$ cat src/sv/ctm_pkg.sv
// ----------------------------------------------------------------------------
// ctm_pkg - shared types and constants of the cs tag mutation parser
// Character codes, operation classes, result kinds and the queued item.
// ----------------------------------------------------------------------------
package ctm_pkg;

   // operation and digit characters of the difference string
   localparam logic [7:0] CH_STAR  = 8'h2A;   // '*' substitution
   localparam logic [7:0] CH_PLUS  = 8'h2B;   // '+' insertion
   localparam logic [7:0] CH_MINUS = 8'h2D;   // '-' deletion
   localparam logic [7:0] CH_COLON = 8'h3A;   // ':' match count
   localparam logic [7:0] CH_EQUAL = 8'h3D;   // '=' long match, skipped
   localparam logic [7:0] CH_TILDE = 8'h7E;   // '~' intron, skipped
   localparam logic [7:0] CH_ZERO  = 8'h30;
   localparam logic [7:0] CH_NINE  = 8'h39;

   // operation class found by the front end
   localparam logic [2:0] OP_NONE  = 3'd0;
   localparam logic [2:0] OP_MATCH = 3'd1;
   localparam logic [2:0] OP_SUB   = 3'd2;
   localparam logic [2:0] OP_INS   = 3'd3;
   localparam logic [2:0] OP_DEL   = 3'd4;
   localparam logic [2:0] OP_SKIP  = 3'd5;

   // result kinds
   localparam logic [1:0] KIND_SUB = 2'd0;
   localparam logic [1:0] KIND_INS = 2'd1;
   localparam logic [1:0] KIND_DEL = 2'd2;

   localparam logic [31:0] POS_MAX = 32'hFFFF_FFFF;

   typedef struct packed {
      logic [7:0]  ch;
      logic        starts_string;
      logic [31:0] start_pos;
      logic [2:0]  op;
      logic        is_digit;
      logic [3:0]  digit;
   } ctm_item_type;

endpackage

$ cat src/sv/ctm_req_if.sv
// ----------------------------------------------------------------------------
// ctm_req_if - character channel into the parser
// One character of the difference string per item, with string start marker.
// ----------------------------------------------------------------------------
interface ctm_req_if;
   logic        valid;
   logic        ready;
   logic [7:0]  ch;
   logic        starts_string;
   logic [31:0] start_pos;

   modport source (output valid, ch, starts_string, start_pos, input ready);
   modport sink   (input valid, ch, starts_string, start_pos, output ready);
endinterface

$ cat src/sv/ctm_rsp_if.sv
// ----------------------------------------------------------------------------
// ctm_rsp_if - mutation result channel out of the parser
// One mutated base (or one error mark) per item.
// ----------------------------------------------------------------------------
interface ctm_rsp_if;
   logic        valid;
   logic        ready;
   logic [1:0]  kind;
   logic [31:0] mut_pos;
   logic [7:0]  base;
   logic [7:0]  ref_char;
   logic        first_base;
   logic        error;

   modport source (output valid, kind, mut_pos, base, ref_char, first_base, error,
                   input ready);
   modport sink   (input valid, kind, mut_pos, base, ref_char, first_base, error,
                   output ready);
endinterface

$ cat src/sv/ctm_front.sv
// ----------------------------------------------------------------------------
// ctm_front - character classifier
// Tags each character with its operation class and decimal digit value.
// ----------------------------------------------------------------------------
module ctm_front (
   input  logic [7:0]            ch,
   input  logic                  starts_string,
   input  logic [31:0]           start_pos,
   output ctm_pkg::ctm_item_type item
);

   logic [7:0] digit_w;

   assign digit_w = ch - ctm_pkg::CH_ZERO;

   always_comb begin
      item               = '0;
      item.ch            = ch;
      item.starts_string = starts_string;
      item.start_pos     = start_pos;
      item.is_digit      = (ch >= ctm_pkg::CH_ZERO) && (ch <= ctm_pkg::CH_NINE);
      item.digit         = digit_w[3:0];
      unique case (ch)
         ctm_pkg::CH_COLON: item.op = ctm_pkg::OP_MATCH;
         ctm_pkg::CH_STAR:  item.op = ctm_pkg::OP_SUB;
         ctm_pkg::CH_PLUS:  item.op = ctm_pkg::OP_INS;
         ctm_pkg::CH_MINUS: item.op = ctm_pkg::OP_DEL;
         ctm_pkg::CH_EQUAL,
         ctm_pkg::CH_TILDE: item.op = ctm_pkg::OP_SKIP;
         default:           item.op = ctm_pkg::OP_NONE;
      endcase
   end

endmodule

$ cat src/sv/ctm_queue.sv
// ----------------------------------------------------------------------------
// ctm_queue - classified item queue
// Small circular buffer between classifier and parser; push and pop can happen in the same cycle.
// ----------------------------------------------------------------------------
module ctm_queue #(
   parameter int Depth = 4
) (
   input  logic                  clock,
   input  logic                  reset,
   input  logic                  push_valid,
   output logic                  push_ready,
   input  ctm_pkg::ctm_item_type push_item,
   output logic                  pop_valid,
   input  logic                  pop_ready,
   output ctm_pkg::ctm_item_type pop_item
);

   localparam int PtrWidth   = (Depth > 1) ? $clog2(Depth) : 1;
   localparam int CountWidth = $clog2(Depth + 1);

   ctm_pkg::ctm_item_type slot_ff [Depth];
   logic [PtrWidth-1:0]   wr_ptr_ff, wr_ptr_in;
   logic [PtrWidth-1:0]   rd_ptr_ff, rd_ptr_in;
   logic [CountWidth-1:0] count_ff, count_in;
   logic                  push, pop;

   assign push_ready = (count_ff != CountWidth'(Depth));
   assign pop_valid  = (count_ff != '0);
   assign push       = push_valid && push_ready;
   assign pop        = pop_valid && pop_ready;
   assign pop_item   = slot_ff[rd_ptr_ff];

   always_comb begin
      wr_ptr_in = wr_ptr_ff;
      rd_ptr_in = rd_ptr_ff;
      count_in  = count_ff;
      if (push) begin
         wr_ptr_in = (wr_ptr_ff == PtrWidth'(Depth - 1)) ? '0 : wr_ptr_ff + 1'b1;
      end
      if (pop) begin
         rd_ptr_in = (rd_ptr_ff == PtrWidth'(Depth - 1)) ? '0 : rd_ptr_ff + 1'b1;
      end
      if (push && !pop) begin
         count_in = count_ff + 1'b1;
      end else if (pop && !push) begin
         count_in = count_ff - 1'b1;
      end
   end

   always_ff @(posedge clock) begin
      if (reset) begin
         wr_ptr_ff <= '0;
         rd_ptr_ff <= '0;
         count_ff  <= '0;
      end else begin
         wr_ptr_ff <= wr_ptr_in;
         rd_ptr_ff <= rd_ptr_in;
         count_ff  <= count_in;
      end
   end

   always_ff @(posedge clock) begin
      if (push) begin
         slot_ff[wr_ptr_ff] <= push_item;
      end
   end

   a_count_bound : assert property (@(posedge clock) disable iff (reset)
      count_ff <= CountWidth'(Depth))
      else $error("queue holds more items than it has slots");

   a_pointer_gap : assert property (@(posedge clock) disable iff (reset)
      (count_ff == '0) || (count_ff == CountWidth'(Depth)) |-> wr_ptr_ff == rd_ptr_ff)
      else $error("queue pointers disagree with fill count");

endmodule

$ cat src/sv/ctm_back.sv
// ----------------------------------------------------------------------------
// ctm_back - difference string parser and result register
// Tracks reference position and segment mode, one item per cycle if not stalled.
// ----------------------------------------------------------------------------
module ctm_back (
   input  logic                  clock,
   input  logic                  reset,
   input  logic                  item_valid,
   output logic                  item_ready,
   input  ctm_pkg::ctm_item_type item,
   ctm_rsp_if.source             rsp_chan
);

   localparam logic [2:0] MODE_SKIP     = 3'd0;
   localparam logic [2:0] MODE_MATCH    = 3'd1;
   localparam logic [2:0] MODE_SUB_REF  = 3'd2;
   localparam logic [2:0] MODE_SUB_QRY  = 3'd3;
   localparam logic [2:0] MODE_SUB_DONE = 3'd4;
   localparam logic [2:0] MODE_INS      = 3'd5;
   localparam logic [2:0] MODE_DEL      = 3'd6;

   logic [2:0]  mode_ff, mode_in;
   logic [31:0] cur_pos_ff, cur_pos_in;
   logic [31:0] match_count_ff, match_count_in;
   logic [31:0] record_pos_ff, record_pos_in;
   logic [7:0]  held_ref_ff, held_ref_in;
   logic        run_started_ff, run_started_in;

   logic        emit;
   logic [1:0]  res_kind;
   logic [31:0] res_pos;
   logic [7:0]  res_base, res_ref;
   logic        res_first, res_err;

   logic        rsp_valid_ff;
   logic [1:0]  kind_ff;
   logic [31:0] mut_pos_ff;
   logic [7:0]  base_ff, ref_char_ff;
   logic        first_base_ff, error_ff;

   logic        pop;

   assign item_ready = !rsp_valid_ff || rsp_chan.ready;
   assign pop        = item_valid && item_ready;

   always_comb begin
      logic [32:0] sum_w;
      logic [35:0] mac_w;
      sum_w          = '0;
      mac_w          = '0;
      mode_in        = mode_ff;
      cur_pos_in     = cur_pos_ff;
      match_count_in = match_count_ff;
      record_pos_in  = record_pos_ff;
      held_ref_in    = held_ref_ff;
      run_started_in = run_started_ff;
      emit           = 1'b0;
      res_kind       = ctm_pkg::KIND_SUB;
      res_pos        = record_pos_ff;
      res_base       = '0;
      res_ref        = '0;
      res_first      = 1'b0;
      res_err        = 1'b0;

      // new string: an open short substitution is flagged, then state restarts
      if (item.starts_string) begin
         if ((mode_ff == MODE_SUB_REF) || (mode_ff == MODE_SUB_QRY)) begin
            emit      = 1'b1;
            res_pos   = record_pos_ff;
            res_first = 1'b1;
            res_err   = 1'b1;
         end
         mode_in        = MODE_SKIP;
         cur_pos_in     = item.start_pos;
         match_count_in = '0;
         record_pos_in  = item.start_pos;
         held_ref_in    = '0;
         run_started_in = 1'b0;
      end

      if (item.op != ctm_pkg::OP_NONE) begin
         // segment boundary: commit match run or flag a short substitution
         if (mode_in == MODE_MATCH) begin
            sum_w      = {1'b0, cur_pos_in} + {1'b0, match_count_in};
            cur_pos_in = sum_w[32] ? ctm_pkg::POS_MAX : sum_w[31:0];
         end else if ((mode_in == MODE_SUB_REF) || (mode_in == MODE_SUB_QRY)) begin
            emit      = 1'b1;
            res_pos   = record_pos_in;
            res_first = 1'b1;
            res_err   = 1'b1;
         end
         match_count_in = '0;
         record_pos_in  = cur_pos_in;
         held_ref_in    = '0;
         run_started_in = 1'b0;
         unique case (item.op)
            ctm_pkg::OP_MATCH: mode_in = MODE_MATCH;
            ctm_pkg::OP_SUB:   mode_in = MODE_SUB_REF;
            ctm_pkg::OP_INS:   mode_in = MODE_INS;
            ctm_pkg::OP_DEL:   mode_in = MODE_DEL;
            default:           mode_in = MODE_SKIP;
         endcase
      end else begin
         unique case (mode_in)
            MODE_MATCH: begin
               if (item.is_digit) begin
                  // count * 10 + digit, saturating
                  mac_w = ({4'b0, match_count_in} << 3) + ({4'b0, match_count_in} << 1)
                        + {32'b0, item.digit};
                  match_count_in = (mac_w[35:32] != '0) ? ctm_pkg::POS_MAX : mac_w[31:0];
               end
            end
            MODE_SUB_REF: begin
               held_ref_in = item.ch;
               mode_in     = MODE_SUB_QRY;
            end
            MODE_SUB_QRY: begin
               emit       = 1'b1;
               res_kind   = ctm_pkg::KIND_SUB;
               res_pos    = record_pos_in;
               res_base   = item.ch;
               res_ref    = held_ref_in;
               res_first  = 1'b1;
               cur_pos_in = (cur_pos_in == ctm_pkg::POS_MAX) ? cur_pos_in : cur_pos_in + 1'b1;
               mode_in    = MODE_SUB_DONE;
            end
            MODE_SUB_DONE: begin
               // third base of a substitution
               emit      = 1'b1;
               res_pos   = record_pos_in;
               res_first = 1'b1;
               res_err   = 1'b1;
               mode_in   = MODE_SKIP;
            end
            MODE_INS: begin
               emit           = 1'b1;
               res_kind       = ctm_pkg::KIND_INS;
               res_pos        = record_pos_in;
               res_base       = item.ch;
               res_first      = !run_started_in;
               run_started_in = 1'b1;
            end
            MODE_DEL: begin
               emit           = 1'b1;
               res_kind       = ctm_pkg::KIND_DEL;
               res_pos        = record_pos_in;
               res_base       = item.ch;
               res_first      = !run_started_in;
               run_started_in = 1'b1;
               cur_pos_in = (cur_pos_in == ctm_pkg::POS_MAX) ? cur_pos_in : cur_pos_in + 1'b1;
            end
            default: begin
            end
         endcase
      end
   end

   always_ff @(posedge clock) begin
      if (reset) begin
         mode_ff        <= MODE_SKIP;
         cur_pos_ff     <= '0;
         match_count_ff <= '0;
         record_pos_ff  <= '0;
         held_ref_ff    <= '0;
         run_started_ff <= 1'b0;
         rsp_valid_ff   <= 1'b0;
      end else begin
         if (pop) begin
            mode_ff        <= mode_in;
            cur_pos_ff     <= cur_pos_in;
            match_count_ff <= match_count_in;
            record_pos_ff  <= record_pos_in;
            held_ref_ff    <= held_ref_in;
            run_started_ff <= run_started_in;
         end
         if (item_ready) begin
            rsp_valid_ff <= pop && emit;
         end
      end
   end

   always_ff @(posedge clock) begin
      if (pop && emit) begin
         kind_ff       <= res_kind;
         mut_pos_ff    <= res_pos;
         base_ff       <= res_base;
         ref_char_ff   <= res_ref;
         first_base_ff <= res_first;
         error_ff      <= res_err;
      end
   end

   assign rsp_chan.valid      = rsp_valid_ff;
   assign rsp_chan.kind       = kind_ff;
   assign rsp_chan.mut_pos    = mut_pos_ff;
   assign rsp_chan.base       = base_ff;
   assign rsp_chan.ref_char   = ref_char_ff;
   assign rsp_chan.first_base = first_base_ff;
   assign rsp_chan.error      = error_ff;

   a_error_shape : assert property (@(posedge clock) disable iff (reset)
      rsp_valid_ff && error_ff |->
         (kind_ff == ctm_pkg::KIND_SUB) && first_base_ff && (base_ff == '0)
         && (ref_char_ff == '0))
      else $error("error result with substitution fields set");

   a_del_advance : assert property (@(posedge clock) disable iff (reset)
      pop && !item.starts_string && (item.op == ctm_pkg::OP_NONE)
         && (mode_ff == MODE_DEL) && (cur_pos_ff != ctm_pkg::POS_MAX)
      |=> cur_pos_ff == $past(cur_pos_ff) + 32'd1)
      else $error("deleted base did not advance the position");

   a_no_result_while_skipping : assert property (@(posedge clock) disable iff (reset)
      pop && !item.starts_string && (item.op == ctm_pkg::OP_NONE)
         && ((mode_ff == MODE_SKIP) || (mode_ff == MODE_MATCH))
      |=> !rsp_valid_ff)
      else $error("result produced inside a match or skipped segment");

endmodule

$ cat src/sv/cs_tag_mutation_parser.sv
// ----------------------------------------------------------------------------
// cs_tag_mutation_parser - cs tag difference string to per-base mutations
// Classifier, item queue and parser with a registered result stage.
// ----------------------------------------------------------------------------
//
//  port       dir   handshake        item
//  ---------  ----  ---------------  -----------------------------------------
//  req_chan   in    valid / ready    ch, starts_string, start_pos
//  rsp_chan   out   valid / ready    kind, mut_pos, base, ref_char,
//                                    first_base, error
//
// One character per cycle sustained while results are taken. A character
// is classified as it is taken and queued in a slot; the parser retires
// one queued item per cycle into the result register while that register
// is free or draining. The result handshake sets the rate.
// Reset (synchronous, active high) empties the queue, drops any pending
// result and puts the parser in skip mode at position zero.
// A stalled result holds the parser; input keeps flowing until the queue
// (QUEUE_DEPTH items) is full. Characters that give no result still pass
// through the parser while the result register is free or being drained.
// ----------------------------------------------------------------------------
module cs_tag_mutation_parser #(
   parameter int QUEUE_DEPTH = 4
) (
   input  logic      clock,
   input  logic      reset,
   ctm_req_if.sink   req_chan,
   ctm_rsp_if.source rsp_chan
);

   ctm_pkg::ctm_item_type classified;   // item as tagged by the classifier
   ctm_pkg::ctm_item_type queued;       // head of queue into the parser
   logic                  q_push_ready;
   logic                  q_pop_valid;
   logic                  q_pop_ready;

   // classify the character on its way into the queue
   ctm_front u_front (
      .ch            (req_chan.ch),
      .starts_string (req_chan.starts_string),
      .start_pos     (req_chan.start_pos),
      .item          (classified)
   );

   assign req_chan.ready = q_push_ready;

   // decouples intake from a stalled result sink
   ctm_queue #(
      .Depth (QUEUE_DEPTH)
   ) u_queue (
      .clock      (clock),
      .reset      (reset),
      .push_valid (req_chan.valid),
      .push_ready (q_push_ready),
      .push_item  (classified),
      .pop_valid  (q_pop_valid),
      .pop_ready  (q_pop_ready),
      .pop_item   (queued)
   );

   // parser state and result register
   ctm_back u_back (
      .clock      (clock),
      .reset      (reset),
      .item_valid (q_pop_valid),
      .item_ready (q_pop_ready),
      .item       (queued),
      .rsp_chan   (rsp_chan)
   );

endmodule
$ cat src/flat_wrapper.sv
// flat-port wrapper written by rule: the top's interface ports become plain ports
module cs_tag_mutation_parser_flat 
#(
   parameter int QUEUE_DEPTH = 4
)
  (clock, reset, req_chan_valid, req_chan_ch, req_chan_starts_string, req_chan_start_pos, req_chan_ready, rsp_chan_valid, rsp_chan_kind, rsp_chan_mut_pos, rsp_chan_base, rsp_chan_ref_char, rsp_chan_first_base, rsp_chan_error, rsp_chan_ready);
  ctm_req_if req_chan_i ();
  ctm_rsp_if rsp_chan_i ();
  input  logic clock;
  input  logic reset;
  input wire logic [$bits(req_chan_i.valid)-1:0] req_chan_valid;
  input wire logic [$bits(req_chan_i.ch)-1:0] req_chan_ch;
  input wire logic [$bits(req_chan_i.starts_string)-1:0] req_chan_starts_string;
  input wire logic [$bits(req_chan_i.start_pos)-1:0] req_chan_start_pos;
  output wire logic [$bits(req_chan_i.ready)-1:0] req_chan_ready;
  output wire logic [$bits(rsp_chan_i.valid)-1:0] rsp_chan_valid;
  output wire logic [$bits(rsp_chan_i.kind)-1:0] rsp_chan_kind;
  output wire logic [$bits(rsp_chan_i.mut_pos)-1:0] rsp_chan_mut_pos;
  output wire logic [$bits(rsp_chan_i.base)-1:0] rsp_chan_base;
  output wire logic [$bits(rsp_chan_i.ref_char)-1:0] rsp_chan_ref_char;
  output wire logic [$bits(rsp_chan_i.first_base)-1:0] rsp_chan_first_base;
  output wire logic [$bits(rsp_chan_i.error)-1:0] rsp_chan_error;
  input wire logic [$bits(rsp_chan_i.ready)-1:0] rsp_chan_ready;
  assign req_chan_i.valid = req_chan_valid;
  assign req_chan_i.ch = req_chan_ch;
  assign req_chan_i.starts_string = req_chan_starts_string;
  assign req_chan_i.start_pos = req_chan_start_pos;
  assign req_chan_ready = req_chan_i.ready;
  assign rsp_chan_valid = rsp_chan_i.valid;
  assign rsp_chan_kind = rsp_chan_i.kind;
  assign rsp_chan_mut_pos = rsp_chan_i.mut_pos;
  assign rsp_chan_base = rsp_chan_i.base;
  assign rsp_chan_ref_char = rsp_chan_i.ref_char;
  assign rsp_chan_first_base = rsp_chan_i.first_base;
  assign rsp_chan_error = rsp_chan_i.error;
  assign rsp_chan_i.ready = rsp_chan_ready;
  cs_tag_mutation_parser #(.QUEUE_DEPTH(QUEUE_DEPTH)) u_core (.clock(clock), .reset(reset), .req_chan(req_chan_i), .rsp_chan(rsp_chan_i));
endmodule
$ cat config.mk
export PLATFORM = sky130hd
export DESIGN_NAME = cs_tag_mutation_parser_flat
export DESIGN_NICKNAME = d
export VERILOG_FILES = /design/src/sv/ctm_pkg.sv /design/src/sv/ctm_req_if.sv /design/src/sv/ctm_rsp_if.sv /design/src/sv/ctm_front.sv /design/src/sv/ctm_queue.sv /design/src/sv/ctm_back.sv /design/src/sv/cs_tag_mutation_parser.sv /design/src/flat_wrapper.sv
export SDC_FILE = /design/constraint.sdc
export NUM_CORES = 1
export LEC_CHECK = 0
export BUFFER_PORTS_ARGS = -buffer_cell sky130_fd_sc_hd__buf_2
export CAP_MARGIN = 40
export CORE_MARGIN = 1.5
export CORE_UTILIZATION = 45
export DETAILED_ROUTE_END_ITERATION = 10
export GPL_ROUTABILITY_DRIVEN = 0
export GPL_TIMING_DRIVEN = 0
export PLACE_DENSITY = 0.63
export SLEW_MARGIN = 20
export SYNTH_ARGS = -nofsm -noshare
export SYNTH_HDL_FRONTEND = slang
export SYNTH_SLANG_ARGS = --single-unit
$ cat constraint.sdc
create_clock -name clock -period 5.9 [get_ports clock]
set_input_delay 1.18 -clock clock [delete_from_list [all_inputs] [get_ports clock]]
set_output_delay 1.18 -clock clock [all_outputs]
set_load 0.1 [all_outputs]
==> results of run 1 <==
==> report_power, final <==
group | internal [mW] | switching (mW)
clock | 1.21 | 0.975
sequential | 3.12 | 0.221
combinational | 1.43 | 3.41
total | 5.75 | 4.60
==> stage by stage <==
| step | hold slack [ns] | util | TNS (ns) | cell area (um2) | cells |
|---|---|---|---|---|---|
| floorplan | 0.417 | - | 0 | 18900 | 1707 |
| global placement | 0.425 | 0.488 | -79.00 | 20100 | 2336 |
| detailed placement | 0.431 | 0.490 | -80.60 | 20200 | 2342 |
| CTS | 0.445 | 0.521 | 0 | 21500 | 2409 |
| global route | 0.455 | 0.524 | 0 | 21600 | 2412 |
| finish | 0.449 | 0.524 | 0 | 21600 | 2414 |
==> cells in the mapped netlist, types with 12 or more instances <==
cell	count
nor3_1	13
nand3_1	24
dfxtp_1	118
nand2_1	146
nor2b_1	38
o21bai_1	12
xor2_1	36
a21oi_1	157
o21ai_0	51
a31oi_1	19
o221ai_1	30
buf_2	14
nor2_1	94
mux4_2	34
and2_1	20
clkbuf_1	106
xnor2_1	55
a22oi_1	59
and3_1	24
a21o_1	37
inv_1	34
ha_1	102
edfxtp_1	232
a211oi_1	28
o31ai_1	13
nand4_1	19
==> worst reg2reg max path: cells and delay by family (launching register included) <==
kind | cells | cell delay (ns)
buffers and inverters | 6 | 1.33
AND/OR/NAND/NOR | 4 | 1.29
AO/OA/AOI/OAI | 6 | 1.08
adder cells (fa/ha/maj) | 2 | 0.79
multiplexers | 1 | 0.57
flip-flops | 1 | 0.33
XOR/XNOR | 1 | 0.19
==> final cells by class <==
type                       count  share of cell area
inverter                      35             0.00620
buffer                       129              0.0285
tap                          532              0.0308
sequential                   350               0.432
timing repair buffer         111              0.0293
clock inverter                22             0.00713
clock buffer                  45              0.0443
multi-input combinational   1188               0.421
antenna                        2            0.000232
==> registers in the layout (all words and copies together) (netlist names), named ones only <==
signal and cells:
u_core.u_back.cur_pos_ff 32, u_core.u_back.held_ref_ff 8, u_core.u_back.match_count_ff 32, u_core.u_back.mode_ff 3, u_core.u_back.record_pos_ff 32, u_core.u_back.rsp_chan.base 8, u_core.u_back.rsp_chan.error 1, u_core.u_back.rsp_chan.first_base 1
u_core.u_back.rsp_chan.kind 2, u_core.u_back.rsp_chan.mut_pos 32, u_core.u_back.rsp_chan.ref_char 8, u_core.u_back.rsp_chan.valid 1, u_core.u_back.run_started_ff 1, u_core.u_queue.count_ff 3, u_core.u_queue.rd_ptr_ff 2, u_core.u_queue.slot_ff 180
u_core.u_queue.wr_ptr_ff 2
==> routing by layer <==
layer / GRT usage / wire length, um / vias to the layer above
met1: 0.336 / 23300 / 7088
met4: 0.105 / 2180 / 0
li1: - / - / 6755
met5: 0 / 0 / -
met3: 0.0400 / 3980 / 122
met2: 0.401 / 25100 / 613
==> cell families (layout without fill, tap and decap cells) <==
logic type / count (synthesis) / after routing / share of synthesized area
compound gates: 485 / 485 / 0.169
mux: 65 / 65 / 0.0670
fa+ha+maj: 107 / 107 / 0.0721
flops: 350 / 350 / 0.492
other cells: 0 / 2 / 0
buf+inv: 169 / 342 / 0.0386
simple gates: 440 / 440 / 0.118
xor+xnor: 91 / 91 / 0.0421
==> worst min path at each step <==
stage / start / end / slack (ns) / cells after the start
floorplan: u_core.u_back.match_count_ff[13]$_SDFFE_PP0P_ / u_core.u_back.match_count_ff[13]$_SDFFE_PP0P_ / 0.42 / 2
global placement: u_core.u_back.match_count_ff[17]$_SDFFE_PP0P_ / u_core.u_back.match_count_ff[17]$_SDFFE_PP0P_ / 0.42 / 2
detailed placement: u_core.u_back.match_count_ff[28]$_SDFFE_PP0P_ / u_core.u_back.match_count_ff[28]$_SDFFE_PP0P_ / 0.43 / 1
CTS: u_core.u_back.match_count_ff[28]$_SDFFE_PP0P_ / u_core.u_back.match_count_ff[28]$_SDFFE_PP0P_ / 0.44 / 1
global route: u_core.u_back.match_count_ff[16]$_SDFFE_PP0P_ / u_core.u_back.match_count_ff[16]$_SDFFE_PP0P_ / 0.45 / 1
finish: u_core.u_back.match_count_ff[28]$_SDFFE_PP0P_ / u_core.u_back.match_count_ff[28]$_SDFFE_PP0P_ / 0.45 / 1
==> repair_timing <==
| action | 4_1_cts | 5_1_grt |
|---|---|---|
| gates resized for setup | 46 | 37 |
| pin swaps | 1 | 1 |
| buffers inserted | 2 | 5 |
| gates cloned | 0 | 0 |
| endpoints found under the setup margin | 96 | 88 |
| endpoints found under the hold margin | 0 | 0 |
==> results.sh, run 1 <==
export IMPL_status="completed"
export IMPL_die_area_mm2=0.0433
export IMPL_crit_required_ns=6.30
export IMPL_syn_to_final_growth_pct=13.9
export IMPL_worstPathArrival_ns=6.09
export IMPL_setup_worst_path_end_class="flip-flop"
export IMPL_syn_area_per_cell_um2=11.1
export IMPL_layout_drive_gt1_share=0.165
export IMPL_synth_edff_count=232
export IMPL_clk_pin_slew_ns=0.07
export IMPL_final_seq_area_mm2=0.00933
export IMPL_place_detailed_hpwl_um=39900
export IMPL_die_width_um=208
export IMPL_slowest_stage="mux4_2"
export IMPL_max_stage_delay_ns=0.57
export IMPL_antenna_found_initial=0
export IMPL_crit_path_cell_trace="buf_6 > mux4_2 > buf_6 > buf_6 > clkbuf_2 > nor2b_4 > fa_1 > ha_1 > a21o_1 > and4_1 > o21ai_0 > a211oi_1 > nor2b_2 > o311ai_1 > xor2_1 > or4_1 > buf_2 > buf_2 > o21ai_1 > a21oi_1"
export IMPL_drtIter0Drc=1386
export IMPL_rows=74
export IMPL_fin_worst_skew_ns=0.0234
export IMPL_clock_fmax_ghz=0.176
export IMPL_grt_pass1_wl_um=83300
export IMPL_cts_max_level=2
export IMPL_synth_warnings=0
export IMPL_wl_per_cell_um=22.6
export IMPL_cts_root_buf="clkbuf_16"
export IMPL_yosys_top_cells_area="edfxtp_1 37%, dfxtp_1 12%, ha_1 6.7%"
export IMPL_synth_ff_latch_count=350
export IMPL_ant_nets=0
export IMPL_multi_input_area_mm2=0.00909
export IMPL_power_density_mw_per_mm2=480
export IMPL_clock_latency_ns=0.54
export IMPL_r2r_end="u_core.u_back.match_count_ff[0]$_SDFFE_PP0P_"
export IMPL_slew_viol_final=0
export IMPL_synth_cell_types=92
export IMPL_layout_common_cells="232 x edfxtp_1, 156 x a21oi_1, 145 x nand2_1"
export IMPL_layout_commonest_cell="edfxtp_1"
export IMPL_critPathMostFrequentCell="buf_6"
export IMPL_hold_viol=0
export IMPL_min_period_over_period=0.964
export IMPL_crit_path_start_kind="flip-flop"
export IMPL_grt_usage=0.249
export IMPL_cts_tree="yes"
export IMPL_cpLargestDelayFamily="buffers and inverters"
export IMPL_worst_pin_slew_ns=0.901
export IMPL_mappedNetlistArea_mm2=0.0189
export IMPL_synthCells=1707
export IMPL_drt_first_pass_iters=6
export IMPL_viasPerCell=6.04
export IMPL_core_mm2=0.0412
export IMPL_first_global_vias=14200
export IMPL_clockBufferDepth=3
export IMPL_die_h_um=208
export IMPL_cts_hold_buf=0
export IMPL_synth_ff_type="edfxtp_1"
export IMPL_ys_async_sr_fraction=0
export IMPL_nets=2003
export IMPL_netlist_area_leader_share=0.368
export IMPL_reg2reg_depth=20
export IMPL_slew_headroom=0.399
export IMPL_ys_seq_area_frac=0.492
export IMPL_ir_worst_vdd_v=0.000387
export IMPL_start_util=0.460
export IMPL_crit_type="reg -> reg"
export IMPL_rsz0062_at_grt="false"
export IMPL_cts_sinks=350
export IMPL_fin_ws_ns=0.211
export IMPL_nFillCells=3564
export IMPL_vias=14600
export IMPL_yosys_area_top_type="edfxtp_1"
export IMPL_setup_worst_path_end="u_core.u_back.match_count_ff[0]$_SDFFE_PP0P_"
export IMPL_syn_nets=1858
export IMPL_power_total_mw=10.4
export IMPL_finalSetupViolCount=0
export IMPL_wl_um=54600
export IMPL_io_buffers=97
export IMPL_grt_max_degree=53
export IMPL_hold_class="reg -> reg"
export IMPL_worst_path_stages=20
export IMPL_cap_violations=0
export IMPL_leakage_nw=8.26
export IMPL_pre_cts_slack_ns=-1.12
export IMPL_io_pins=99
export IMPL_numCtsBuffers=37
export IMPL_path_max_fanout=19
export IMPL_drc=0
export IMPL_crit_buf_inv=6
export IMPL_min_period_ns=5.69
export IMPL_ff2ff_setup_slack_ns=0.21
export IMPL_grt_overflow=0
Power figures use the tool's default switching activity.
==> run 2: changes to the inputs <==
Settings changed: SETUP_SLACK_MARGIN set to 0.3.
==> results.sh, run 2 (synthesis gave the netlist of run 1 again) <==
export IMPL_layout_commonest_cell="edfxtp_1"
export IMPL_nets=2015
export IMPL_clockBufferDepth=3
export IMPL_largest_register="u_core.u_queue.slot_ff"
export IMPL_io_pins=99
export IMPL_slew_headroom=0.411
export IMPL_grt_usage=0.250
export IMPL_numCtsBuffers=37
export IMPL_fin_worst_skew_ns=0.0225
export IMPL_drt_first_pass_iters=5
export IMPL_tns_ns=0
export IMPL_die_h_um=208
export IMPL_crit_path_cell_trace="buf_12 > mux4_2 > buf_6 > buf_6 > buf_2 > nor2b_4 > fa_1 > ha_1 > a21o_1 > and4_1 > o21ai_1 > a211oi_2 > nor2b_2 > o311ai_1 > xor2_1 > or4_1 > buf_4 > buf_4 > o21ai_2 > a21oi_1"
export IMPL_setup_worst_path_end_class="flip-flop"
export IMPL_cts_tree="yes"
export IMPL_status="completed"
export IMPL_grt_util_met2=0.403
export IMPL_core_mm2=0.0412
export IMPL_grt_max_degree=53
export IMPL_slew_viol_final=0
export IMPL_grt_pass1_wl_um=83600
export IMPL_rows=74
export IMPL_leakage_nw=8.38
export IMPL_first_global_vias=14200
export IMPL_hold_viol=0
export IMPL_fin_ws_ns=0.483
export IMPL_grt_util_met1=0.335
export IMPL_cts_sinks=350
export IMPL_cap_violations=0
export IMPL_drtIter0Drc=1389
export IMPL_ir_worst_vdd_v=0.000387
export IMPL_largest_reg_flops=180
export IMPL_die_area_mm2=0.0433
export IMPL_gr_usage_met3=0.0417
export IMPL_wl_per_cell_um=22.7
export IMPL_utilization=0.529
export IMPL_start_util=0.460
export IMPL_internal_power_mw=5.83
export IMPL_min_period_ns=5.42
export IMPL_crit_buf_inv=6
export IMPL_viasPerCell=6.05
export IMPL_worstPathArrival_ns=5.81
export IMPL_busiest_layer="met2"
export IMPL_ant_nets=0
export IMPL_crit_path_start_kind="flip-flop"
export IMPL_place_detailed_hpwl_um=39900
export IMPL_stdcell_count=2426
export IMPL_dpl_cell_count=2342
export IMPL_syn_to_final_growth_pct=15.1
export IMPL_power_density_mw_per_mm2=481
export IMPL_hold_class="reg -> reg"
export IMPL_cts_hold_buf=0
export IMPL_crit_required_ns=6.30
export IMPL_die_width_um=208
export IMPL_clk_pin_slew_ns=0.07
export IMPL_max_stage_delay_ns=0.55
export IMPL_cts_max_level=2
export IMPL_layout_drive_gt1_share=0.178
export IMPL_power_total_mw=10.5
export IMPL_crit_type="reg -> reg"
export IMPL_clock_latency_ns=0.54
export IMPL_drc=0
export IMPL_wl_um=55000
export IMPL_pwr_share_comb=0.473
export IMPL_io_buffers=97
export IMPL_grt_overflow=0
export IMPL_worst_pin_slew_ns=0.880
export IMPL_net_switching_power_mw=4.64
export IMPL_pre_cts_slack_ns=-1.12
export IMPL_cts_root_buf="clkbuf_16"
export IMPL_finalSetupViolCount=0
export IMPL_slowest_stage="mux4_2"
export IMPL_vias=14700
export IMPL_switching_share=0.443
export IMPL_min_period_over_period=0.918
export IMPL_clockPowerShare=0.209
export IMPL_clock_fmax_ghz=0.185
export IMPL_path_max_fanout=19
export IMPL_layout_common_cells="232 x edfxtp_1, 156 x a21oi_1, 145 x nand2_1"
export IMPL_antenna_found_initial=0
export IMPL_cpLargestDelayFamily="simple AND/OR/NAND/NOR gates"
export IMPL_rsz0062_at_grt="false"
export IMPL_p_seq_frac=0.319
==> run 2: cell count changes in the layout (fill, tap and decap cells not counted), sizes merged <==
cell and change:
clkbuf +3, buf +9
==> run 2: what timing repair did <==
item                       in CTS  in global routing
buffers inserted                5                  8
hold endpoints to repair        0                  0
setup endpoints to repair      96                 90
pin swaps                       3                  5
gates resized for setup        85                 35
==> run 2: worst paths after layout <==
path	startpoint	end	slack (ns)	cells past startpoint
worst max-delay path	flip-flop	u_core.u_back.match_count_ff[0]$_SDFFE_PP0P_	0.48	20
worst min-delay path	u_core.u_back.match_count_ff[30]$_SDFFE_PP0P_	u_core.u_back.match_count_ff[30]$_SDFFE_PP0P_	0.45	2
worst max register to register	flip-flop	u_core.u_back.match_count_ff[0]$_SDFFE_PP0P_	0.48	20
worst min register to register	u_core.u_back.match_count_ff[30]$_SDFFE_PP0P_	u_core.u_back.match_count_ff[30]$_SDFFE_PP0P_	0.45	2
==> run 2: cell type report <==
cell class                      instances  area [um2]
Multi-Input combinational cell       1188        9150
Sequential cell                       350        9330
Clock inverter                         22         154
Tap cell                              532         666
Timing Repair Buffer                  119         704
Clock buffer                           45         956
Buffer                                133         704
Antenna cell                            2        5.00
Inverter                               35         134
Fill cell                            3554       19400
==> run 2: through the flow <==
stage	cell area, um2	hold slack (ns)
after floorplan	18900	0.417
after global placement	20100	0.425
after detailed placement	20200	0.431
after CTS	21600	0.445
after global routing	21800	0.465
final	21800	0.449
==> run 2: per-layer routing <==
layer / part of all wire / vias to the layer above
li1: - / 6774
met1: 0.43 / 7155
met2: 0.46 / 611
met3: 0.072 / 133
met4: 0.045 / 0
met5: 0 / -
==> run 2: power by group through the flow <==
| stage | registers (mW) | clock network [mW] | logic (mW) |
|---|---|---|---|
| final | 3.34 | 2.18 | 4.95 |
| after floorplan | 3.88 | 0 | 2.72 |
| after CTS | 3.33 | 2.21 | 4.80 |
| after global routing | 3.38 | 2.31 | 5.20 |
| after global placement | 3.38 | 0 | 4.59 |
| after detailed placement | 3.38 | 0 | 4.67 |
==> run 2: tightest hold or removal path, stage by stage (launching register included) <==
cell     delay [ns]
dfxtp_1        0.31
nand2_1        0.05
a21oi_1        0.05
==> run 3: changes to the inputs <==
Clock period 5.9 ns to 6 ns, I/O delays scaled along.
==> results.sh, run 3 (synthesis gave the netlist of run 1 again) <==
export IMPL_status="completed"
export IMPL_path_max_fanout=19
export IMPL_critPathMostFrequentCell="a21oi_1"
export IMPL_place_detailed_hpwl_um=39900
export IMPL_drc=0
export IMPL_largest_reg_flops=180
export IMPL_io_buffers=97
export IMPL_crit_path_cell_trace="buf_12 > mux4_2 > buf_6 > buf_6 > clkbuf_8 > buf_8 > nor2b_4 > ha_1 > ha_1 > buf_2 > a21oi_1 > nor2b_1 > o21ai_0 > a21oi_1 > a2111oi_1 > o32ai_2 > xor2_1 > or4_1 > buf_2 > buf_4 > o21ai_1 > a21oi_1"
export IMPL_slowest_stage="mux4_2"
export IMPL_grt_pass1_wl_um=83400
export IMPL_largest_register="u_core.u_queue.slot_ff"
export IMPL_die_area_mm2=0.0433
export IMPL_pwr_share_comb=0.471
export IMPL_grt_util_met1=0.336
export IMPL_ff2ff_setup_slack_ns=0.44
export IMPL_setup_worst_path_end_class="flip-flop"
export IMPL_max_stage_delay_ns=0.55
export IMPL_placed_area_mm2=0.0202
export IMPL_numCtsBuffers=37
export IMPL_tns_ns=0
export IMPL_cts_max_level=2
export IMPL_ant_nets=0
export IMPL_worst_pin_slew_ns=0.916
export IMPL_min_period_ns=5.56
export IMPL_wl_um=54700
export IMPL_holdWs_ns=0.446
export IMPL_worstHoldPathCells=1
export IMPL_utilization=0.528
export IMPL_hold_viol=0
export IMPL_syn_to_final_growth_pct=14.8
export IMPL_core_mm2=0.0412
export IMPL_r2r_end="u_core.u_back.match_count_ff[0]$_SDFFE_PP0P_"
export IMPL_slew_headroom=0.390
export IMPL_cpLargestDelayFamily="compound AO/OA/AOI/OAI gates"
export IMPL_layout_common_cells="232 x edfxtp_1, 156 x a21oi_1, 145 x nand2_1"
export IMPL_cts_tree="yes"
export IMPL_clk_pin_slew_ns=0.07
export IMPL_wl_per_cell_um=22.6
export IMPL_first_global_vias=14200
export IMPL_fin_worst_skew_ns=0.0240
export IMPL_die_width_um=208
export IMPL_grt_usage=0.250
export IMPL_die_h_um=208
export IMPL_design_area_mm2=0.0217
export IMPL_clockBufferDepth=3
export IMPL_cts_sinks=350
export IMPL_layout_commonest_cell="edfxtp_1"
export IMPL_power_density_mw_per_mm2=472
export IMPL_ir_worst_vdd_v=0.000378
export IMPL_pre_cts_slack_ns=-1.02
export IMPL_vias=14700
export IMPL_grt_util_met2=0.402
export IMPL_grt_max_degree=53
export IMPL_internal_power_mw=5.71
export IMPL_worstPathArrival_ns=5.95
export IMPL_hp_start="u_core.u_back.match_count_ff[28]$_SDFFE_PP0P_"
export IMPL_viasPerCell=6.05
export IMPL_gr_usage_met3=0.0406
export IMPL_grt_overflow=0
export IMPL_crit_type="reg -> reg"
export IMPL_hold_class="reg -> reg"
export IMPL_start_util=0.460
export IMPL_power_total_mw=10.3
export IMPL_slew_viol_final=0
export IMPL_crit_path_start_kind="flip-flop"
export IMPL_fin_ws_ns=0.442
export IMPL_dpl_cell_count=2342
export IMPL_io_pins=99
export IMPL_clockPowerShare=0.209
export IMPL_net_switching_power_mw=4.55
export IMPL_finalSetupViolCount=0
export IMPL_layout_drive_gt1_share=0.174
export IMPL_clock_fmax_ghz=0.180
export IMPL_reg2reg_depth=22
export IMPL_drtIter0Drc=1373
export IMPL_min_period_over_period=0.926
export IMPL_antenna_found_initial=0
export IMPL_cts_root_buf="clkbuf_16"
export IMPL_min_to="u_core.u_back.match_count_ff[28]$_SDFFE_PP0P_"
export IMPL_nets=2010
export IMPL_leakage_nw=8.34
export IMPL_rows=74
export IMPL_stdcell_count=2421
export IMPL_p_seq_frac=0.320
export IMPL_crit_buf_inv=8
export IMPL_cap_violations=0
export IMPL_clock_latency_ns=0.54
export IMPL_rsz0062_at_grt="true"
export IMPL_drt_first_pass_iters=5
export IMPL_switching_share=0.443
export IMPL_crit_required_ns=6.39
export IMPL_busiest_layer="met2"
[run 3: routing by layer]
| metal | up-vias | part of all wire |
|---|---|---|
| li1 | 6770 | - |
| met3 | 147 | 0.075 |
| met2 | 640 | 0.45 |
| met4 | 0 | 0.045 |
| met5 | - | 0 |
| met1 | 7098 | 0.43 |
[run 3: final cells by class]
cell class / instances / area, um2
clock buffers: 45 / 956
flip-flops and latches: 350 / 9330
well taps: 532 / 666
plain buffers: 133 / 691
repair buffers: 114 / 663
diodes: 2 / 5.00
multi-input cells: 1188 / 9140
clock inverters: 22 / 154
fillers: 3545 / 19500
inverters: 35 / 134
[run 3: worst register-to-register path: stages, from the launching register on]
cell and delay (ns):
dfxtp_1 0.36, buf_12 0.16, mux4_2 0.56, buf_6 0.19
buf_6 0.18, clkbuf_8 0.23, buf_8 0.19, nor2b_4 0.20
ha_1 0.27, ha_1 0.29, buf_2 0.17, a21oi_1 0.17
nor2b_1 0.06, o21ai_0 0.27, a21oi_1 0.16, a2111oi_1 0.54
o32ai_2 0.16, xor2_1 0.19, or4_1 0.40, buf_2 0.20
buf_4 0.21, o21ai_1 0.19, a21oi_1 0.09
[run 3: worst max path at each step]
stage | endpoint | depth (start not counted)
floorplan | u_core.u_back.match_count_ff[11]$_SDFFE_PP0P_ | 23
global route | u_core.u_back.match_count_ff[0]$_SDFFE_PP0P_ | 21
detailed placement | u_core.u_back.match_count_ff[0]$_SDFFE_PP0P_ | 23
CTS | u_core.u_back.match_count_ff[0]$_SDFFE_PP0P_ | 21
global placement | u_core.u_back.match_count_ff[27]$_SDFFE_PP0P_ | 20
finish | u_core.u_back.match_count_ff[0]$_SDFFE_PP0P_ | 22
[run 3: power groups by stage]
stage	clock [mW]	sequential [mW]	combinational, mW
floorplan	0	3.82	2.67
global placement	0	3.32	4.51
detailed placement	0	3.32	4.59
CTS	2.17	3.28	4.69
global route	2.27	3.32	5.07
finish	2.15	3.28	4.83
[run 3: timing repair]
action,in CTS,in global routing
buffers inserted,3,6
pin swaps,1,4
hold buffers,0,0
endpoints found under the setup margin,96,87
gates resized for setup,67,49
